## src/rtl/core/cdq_pkg.sv

```systemverilog
// Shared types and constants for the circular deque core.
`timescale 1ns / 1ps

package cdq_pkg;

    localparam int WORD_W = 32;
    localparam int CAP_W  = 7;

    localparam logic [CAP_W-1:0]  CAP_RESET  = 7'd64;
    localparam logic [WORD_W-1:0] EMPTY_WORD = 32'hFFFF_FFFF;

    typedef enum logic [2:0] {
        CMD_PUSH_FRONT = 3'd0,
        CMD_PUSH_REAR  = 3'd1,
        CMD_POP_FRONT  = 3'd2,
        CMD_POP_REAR   = 3'd3,
        CMD_NOP        = 3'd4
    } t_cmd;

    typedef struct packed {
        logic              we;
        logic [WORD_W-1:0] data;
    } t_slot_wr;

    typedef struct packed {
        logic [WORD_W-1:0] front;
        logic [WORD_W-1:0] rear;
    } t_pair;

endpackage

```

## src/rtl/core/cdq_cell.sv

```systemverilog
// One ring slot with its stage of the front and rear gather chain.
`timescale 1ns / 1ps

module cdq_cell #(
    parameter int AW  = 6,
    parameter int IDX = 0
) (
    input  logic             i_clk,
    input  cdq_pkg::t_slot_wr i_wr,
    input  logic [AW-1:0]    i_wr_addr,
    input  logic [AW-1:0]    i_front_ptr,
    input  logic [AW-1:0]    i_rear_ptr,
    input  cdq_pkg::t_pair   i_prev,
    output cdq_pkg::t_pair   o_gather
);

    logic [cdq_pkg::WORD_W-1:0] r_word;
    cdq_pkg::t_pair             r_gather;

    always_ff @(posedge i_clk) begin
        if (i_wr.we && (i_wr_addr == AW'(IDX))) begin
            r_word <= i_wr.data;
        end
    end

    // Each stage takes its own word where a pointer names it, else the
    // word handed on from the previous stage.
    always_ff @(posedge i_clk) begin
        r_gather.front <= (i_front_ptr == AW'(IDX)) ? r_word : i_prev.front;
        r_gather.rear  <= (i_rear_ptr == AW'(IDX)) ? r_word : i_prev.rear;
    end

    assign o_gather = r_gather;

endmodule

```

## config.mk

```make
export PLATFORM = sky130hd
export DESIGN_NAME = cdq_cell
export DESIGN_NICKNAME = d
export VERILOG_FILES = /design/src/rtl/core/cdq_pkg.sv /design/src/rtl/core/cdq_cell.sv
export SDC_FILE = /design/constraint.sdc
export NUM_CORES = 1
export LEC_CHECK = 0
export BUFFER_PORTS_ARGS = -buffer_cell sky130_fd_sc_hd__buf_2
export CAP_MARGIN = 20
export CORE_ASPECT_RATIO = 0.8
export CORE_MARGIN = 2
export CORE_UTILIZATION = 44
export DETAILED_ROUTE_END_ITERATION = 16
export PLACE_DENSITY_LB_ADDON = 0.2
export SLEW_MARGIN = 5
export SYNTH_ARGS = -nofsm -noshare
export SYNTH_HDL_FRONTEND = slang
export SYNTH_SLANG_ARGS = --single-unit
```

## constraint.sdc

```tcl
create_clock -name i_clk -period 7 [get_ports i_clk]
set_input_delay 1.4 -clock i_clk [delete_from_list [all_inputs] [get_ports i_clk]]
set_output_delay 1.4 -clock i_clk [all_outputs]
set_load 0.01 [all_outputs]
```

# Word-level counts from Yosys, hierarchy flattened
# Cells that the tools add are included.
# word_totals
ff_bits	96
output_inout_bits	64
input_bits	116
# op_classes
mux	2
n_reduce_logical	4
# ops
operator	count
32-bit two-way mux	2
6-bit logical NOT	3
1-bit logical AND	1

# Logic depth before layout (Yosys ltp)
# Gate-level depths: netlist of run 1.
# depth
ltp_word	2
ltp_mapped	4
ltp_nobuf	3

# Least setup slack after synthesis of run 1
# Ideal clock, no wire load.
# synth_path
path_type	input to register
start	input port i_wr_addr[2]
end	register r_word[0] (netlist bit), enable pin
cell_stages	2
setup_ps	505
path_buffers	0
slack_ps	1356
t_arrival_ps	5139
required_ps	6495
cell_sequence	or4b_2 > nor4_1
# synth_between
elab_chain_cells	2
# synth_rtl
element	line_no	source
start: declaration	cdq_cell.sv:10	input logic [AW-1:0] i_wr_addr,
6-bit logical NOT	cdq_cell.sv:21	if (i_wr.we && (i_wr_addr == AW'(IDX))) begin
1-bit logical AND	cdq_cell.sv:21	
end signal: assignment	cdq_cell.sv:22	r_word <= i_wr.data;
end: declaration	cdq_cell.sv:17	logic [cdq_pkg::WORD_W-1:0] r_word;
# No other way between the ends.
# A chain may end at the register's enable or synchronous reset.

# Worst setup path in the final report of run 1
# layout_path
start	input port i_wr_addr[2]
end	register r_word[6] (netlist bit), enable pin
# The elaborated chain is that of the path after synthesis.

==> results of run 1 <==
layout make-up:
class                           count  share of cell area [%]
Clock inverter                      5                   0.726
Timing Repair Buffer              182                    21.2
Clock buffer                       11                    2.93
Sequential cell                    96                    50.0
Multi-Input combinational cell     72                    22.6
Tap cell                           90                    2.51
layer usage:
layer	vias up	part of all wire (%)
met5	-	0
met3	10	9.3
met4	0	1.5
li1	1000	-
met1	923	39
met2	99	50
Yosys cell counts, drive strengths merged:
cell | n | area (um2)
buf | 6 | 67.6
dfxtp | 64 | 1280
edfxtp | 32 | 961
mux2 | 64 | 946
nand2 | 2 | 12.5
nor2 | 2 | 7.51
nor4 | 3 | 31.3
or4b | 1 | 10.0
cell families (layout without fill, tap and decap cells):
logic type    after synthesis  in the layout  synth area share [%]
flops                      96             96                  67.6
mux                        64             64                  28.5
simple gates                8              8                  1.85
buf+inv                     6            198                  2.04
flip-flops by register name, indices dropped and copies added (netlist names):
signal	count
r_word	32
o_gather	64
power by group through the flow:
stage | combinational [mW] | clock [mW] | sequential (mW)
after detailed placement | 0.100 | 0 | 0.615
after global routing | 0.108 | 0.337 | 0.604
after floorplan | 0.0323 | 0 | 0.627
after global placement | 0.0981 | 0 | 0.615
final | 0.0995 | 0.305 | 0.602
after CTS | 0.101 | 0.319 | 0.602
worst max path at each step:
stage | from | end | slack [ps] | cells after the start
after CTS | i_rear_ptr[1] | o_gather[12]$_DFF_P_ | 4220 | 4
after global placement | i_rear_ptr[1] | o_gather[17]$_DFF_P_ | 3850 | 4
after global routing | i_wr_addr[2] | r_word[10]$_DFFE_PP_ | 4150 | 4
final | i_wr_addr[2] | r_word[6]$_DFFE_PP_ | 4260 | 4
after detailed placement | i_rear_ptr[1] | o_gather[25]$_DFF_P_ | 3840 | 4
after floorplan | i_wr_addr[2] | r_word[0]$_DFFE_PP_ | 1360 | 2
worst max-delay path, cell delays in order:
cell and delay (ps):
buf_2 90, or4b_2 670, nor4_2 140, buf_4 430
through the flow:
step	setup WS [ps]	hold WS [ps]	cell area, um2	std cells
final	4260	503	4480	456
after global placement	3850	482	4270	438
after CTS	4220	510	4440	454
after global routing	4150	514	4480	456
after floorplan	1360	472	3320	174
after detailed placement	3840	491	4270	438
==> reports/qor.csv, run 1 <==
metric;value;unit
HPWL Detailed;4.90;mm
unrepaired setup endpoints after global routing;false;
TNS Setup;0;ps
Yosys warning count;0;
Global Route met2 Usage;28.7;%
Clock Skew;4.12;ps
Die Y;81.7;um
Syn Nets;290;
crit start category;primary input;
gp weighted congestion;0.720;
Hold Fails Final Rpt;0;
initial drt markers;16;
via count;2032;
P_leak;2.25;nW
Post-CTS Resized;0;
Post-CTS Setup Inserts;0;
reg2reg start;r_word[2]$_DFFE_PP_;
met3 Use GR;7.15;%
P_sw;0.217;mW
internal cell power;0.789;mW
part of the power in registers;59.8;%
Max Buffers Root-to-Sink;2;
CP Max Fanout;32;
std cell rows;28;
f_max;0.364;GHz
largest net degree at the start of global routing;33;
initial antenna violation count;0;
slew at the pin with the worst max-slew slack;597;ps
H-tree depth;3;
hold endpoint;o_gather[49]$_DFF_P_;
switching share of power;21.6;%
Hold Crit Start;r_word[17]$_DFFE_PP_;
Util after Layout;60.9;%
Comb pwr share;9.9;%
hold_buf cts;0;
MaxCap Viol Count;0;
area grow syn2layout;35.2;%
core area;7360;um2
Final Slew Violations;0;
# DRC;0;
VDD IR max;0.000139;V
CTS tree;yes;
First-pass DRT Iterations;4;
total global-route track usage;16.1;%
Final Critical Period;2740;ps
I/O pin cnt;180;
Mapped Cells;174;
Worst Hold Class;reg2reg;
Post-DRT Antenna Nets;0;
Final Setup Violations;0;
FILL cells;583;
PD cells;224;nW/um2
fin nets;477;
synth unique cells;10;
global route overflow;0;
initial core utilization;45.1;%
hold path depth;1;
Worst setup EP type;flop;
routed wire length;6.66;mm
layout cells sized above 1;72.7;%
R2R cell count;1;
number of synthesized register bits;96;
post-DR vias/cell;4.46;
reg-to-reg setup timing slack;6200;ps
busiest grt layer;met2;
multi-input logic area;1010;um2
GRT met1 Usage;16.6;%
run status;finished clean;
period utilization;39.2;%
total power;1.01;mW
Mean Syn Cell Area;19.1;um2
clock-pin slew on the worst setup and hold paths;80;ps
area of the die;8250;um2
vias in the first global route;2127;
Reg area;2240;um2
die width;101;um
reg-to-reg critical path endpoint;o_gather[34]$_DFF_P_;
CP arrival;2740;ps
DR WL/cell;14.6;um
worst skew pair latency;350;ps
Clk pwr share;30.3;%
max_slew headroom;60.0;%
CTS buffer count;9;
Clk Tree Root Cell;clkbuf_8;
CP Data Required Time;7000;ps
number of clock sinks;96;
sequential share of the synthesized area;67.6;%
Setup CP Type;in2reg;
area of the mapped netlist;3320;um2
Antenna diodes;0;
commonest non-fill, non-tap cells in the layout;179 x buf_2, 64 x dfxtp_1, 60 x mux2_4;
most common cell after layout, fill and taps aside;buf_2;
Port Buffers;179;
first-pass GRT wire length;9.88;mm
No activity file was read; power rests on OpenSTA's default activity.
==> run 2: changes to the inputs <==
==> constraint.sdc (replaced) <==
create_clock -name i_clk -period 2.7 [get_ports i_clk]
set_input_delay 0.54 -clock i_clk [delete_from_list [all_inputs] [get_ports i_clk]]
set_output_delay 0.54 -clock i_clk [all_outputs]
set_load 0.01 [all_outputs]
==> run 2 against run 1 <==
Against the previous run:
- die area did not move
- via count rose by 0.20%
- design area rose by 0.14%
- combinational power rose to 2.6 times the previous value
- hold slack got worse by 150 ps
- clock skew rose by 10 ps
- setup slack got worse by 3400 ps
==> reports/qor.csv, run 2 (same netlist as run 1, synthesis figures left out) <==
metric;value;unit
Port Buffers;179;
area post-placement;4300;um2
area grow syn2layout;35.3;%
reg-to-reg critical path endpoint;o_gather[7]$_DFF_P_;
Final Critical Period;1830;ps
period utilization;67.9;%
critical-path cell list;buf_2 > or4b_4 > nor4_4 > buf_4;
crit start category;primary input;
Hold Crit Start;i_wr[11];
vias in the first global route;2001;
total power;2.68;mW
reg2reg start;r_word[7]$_DFFE_PP_;
Worst path max stage delay;540;ps
largest net degree at the start of global routing;33;
TNS Setup;0;ps
initial core utilization;45.1;%
Clock Skew;14.1;ps
Clk pwr share;32.3;%
fin nets;477;
final instance area;4490;um2
CP arrival;1830;ps
part of the power in registers;58.2;%
R2R cell count;1;
CTS tree;yes;
worst skew pair latency;350;ps
Final Setup Violations;0;
via count;2036;
clock-pin slew on the worst setup and hold paths;90;ps
core area;7360;um2
Clk Tree Root Cell;clkbuf_8;
reg-to-reg setup timing slack;1890;ps
f_max;0.546;GHz
Finished Layout Cells;456;
unrepaired setup endpoints after global routing;false;
I/O pin cnt;180;
CP max stage cell;or4b_4;
internal cell power;2.10;mW
Die Y;81.7;um
hold_buf cts;0;
Worst setup EP type;flop;
Post-CTS Setup Inserts;0;
CP Max Fanout;32;
P_sw;0.584;mW
area of the die;8250;um2
hold path depth;1;
Antenna diodes;0;
PD cells;598;nW/um2
post-placement cell count;440;
initial drt markers;34;
switching share of power;21.8;%
CP Data Required Time;2700;ps
slew at the pin with the worst max-slew slack;624;ps
Post-CTS Resized;0;
VDD IR max;0.000368;V
std cell rows;28;
run status;finished clean;
P_leak;2.25;nW
Final Slew Violations;0;
max reg flops;64;
routed wire length;6.69;mm
max_slew headroom;58.4;%
CTS buffer count;9;
HPWL Detailed;4.99;mm
MaxCap Viol Count;0;
Setup CP Type;in2reg;
layout cells sized above 1;73.2;%
Util after Layout;61.0;%
post-DR vias/cell;4.46;
initial antenna violation count;0;
number of clock sinks;96;
Worst Hold Class;in2reg;
hold endpoint;r_word[11]$_DFFE_PP_;
commonest non-fill, non-tap cells in the layout;179 x buf_2, 64 x dfxtp_1, 60 x mux2_4;
First-pass DRT Iterations;4;
gp weighted congestion;0.714;
die width;101;um
Max Buffers Root-to-Sink;2;
first-pass GRT wire length;9.58;mm
H-tree depth;3;
Comb pwr share;9.6;%
DR WL/cell;14.7;um
total global-route track usage;15.8;%
Post-DRT Antenna Nets;0;
most common cell after layout, fill and taps aside;buf_2;
global route overflow;0;
# DRC;0;
Hold Fails Final Rpt;0;
[run 2: cell type report]
type                    count  area, um2
repair buffers            182        918
clock buffers              11        151
flip-flops and latches     96       2240
clock inverters             5       38.8
fillers                   610       2870
well taps                  90        113
multi-input cells          72       1030
[run 2: worst max-delay path by stage]
stage                 startpoint              endpoint  slack [ps]
floorplan           i_wr_addr[2]   r_word[0]$_DFFE_PP_          80
global placement    i_wr_addr[2]  r_word[27]$_DFFE_PP_         530
detailed placement  i_wr_addr[2]  r_word[26]$_DFFE_PP_         480
CTS                 i_wr_addr[2]   r_word[2]$_DFFE_PP_         860
global route        i_wr_addr[2]   r_word[7]$_DFFE_PP_         800
finish              i_wr_addr[2]   r_word[2]$_DFFE_PP_         870
[run 2: critical path, delay by kind of cell]
| kind | cells | cell delay, ps |
|---|---|---|
| simple gates | 2 | 760 |
| buf+inv | 2 | 510 |
[run 2: power by group through the flow]
stage / Clock (mW) / Sequential, mW / Combinational (mW)
after CTS: 0.894 / 1.56 / 0.260
after global placement: 0 / 1.59 / 0.255
final: 0.866 / 1.56 / 0.257
after floorplan: 0 / 1.63 / 0.0845
after detailed placement: 0 / 1.60 / 0.260
after global routing: 0.950 / 1.57 / 0.277
[run 2: per-layer routing]
metal | GRT usage [%] | part of all wire (%) | wire length, um
met5 | 0 | 0 | 0
met2 | 27.9 | 51 | 3430
met3 | 7.15 | 8.5 | 567
met4 | 4.46 | 1.0 | 68
met1 | 17.2 | 39 | 2630
[run 2: metrics by stage]
stage | hold slack, ps | worst slack [ps]
floorplan | 472 | 84.2
global placement | 476 | 534
detailed placement | 486 | 477
CTS | 336 | 859
global route | 331 | 800
finish | 356 | 868
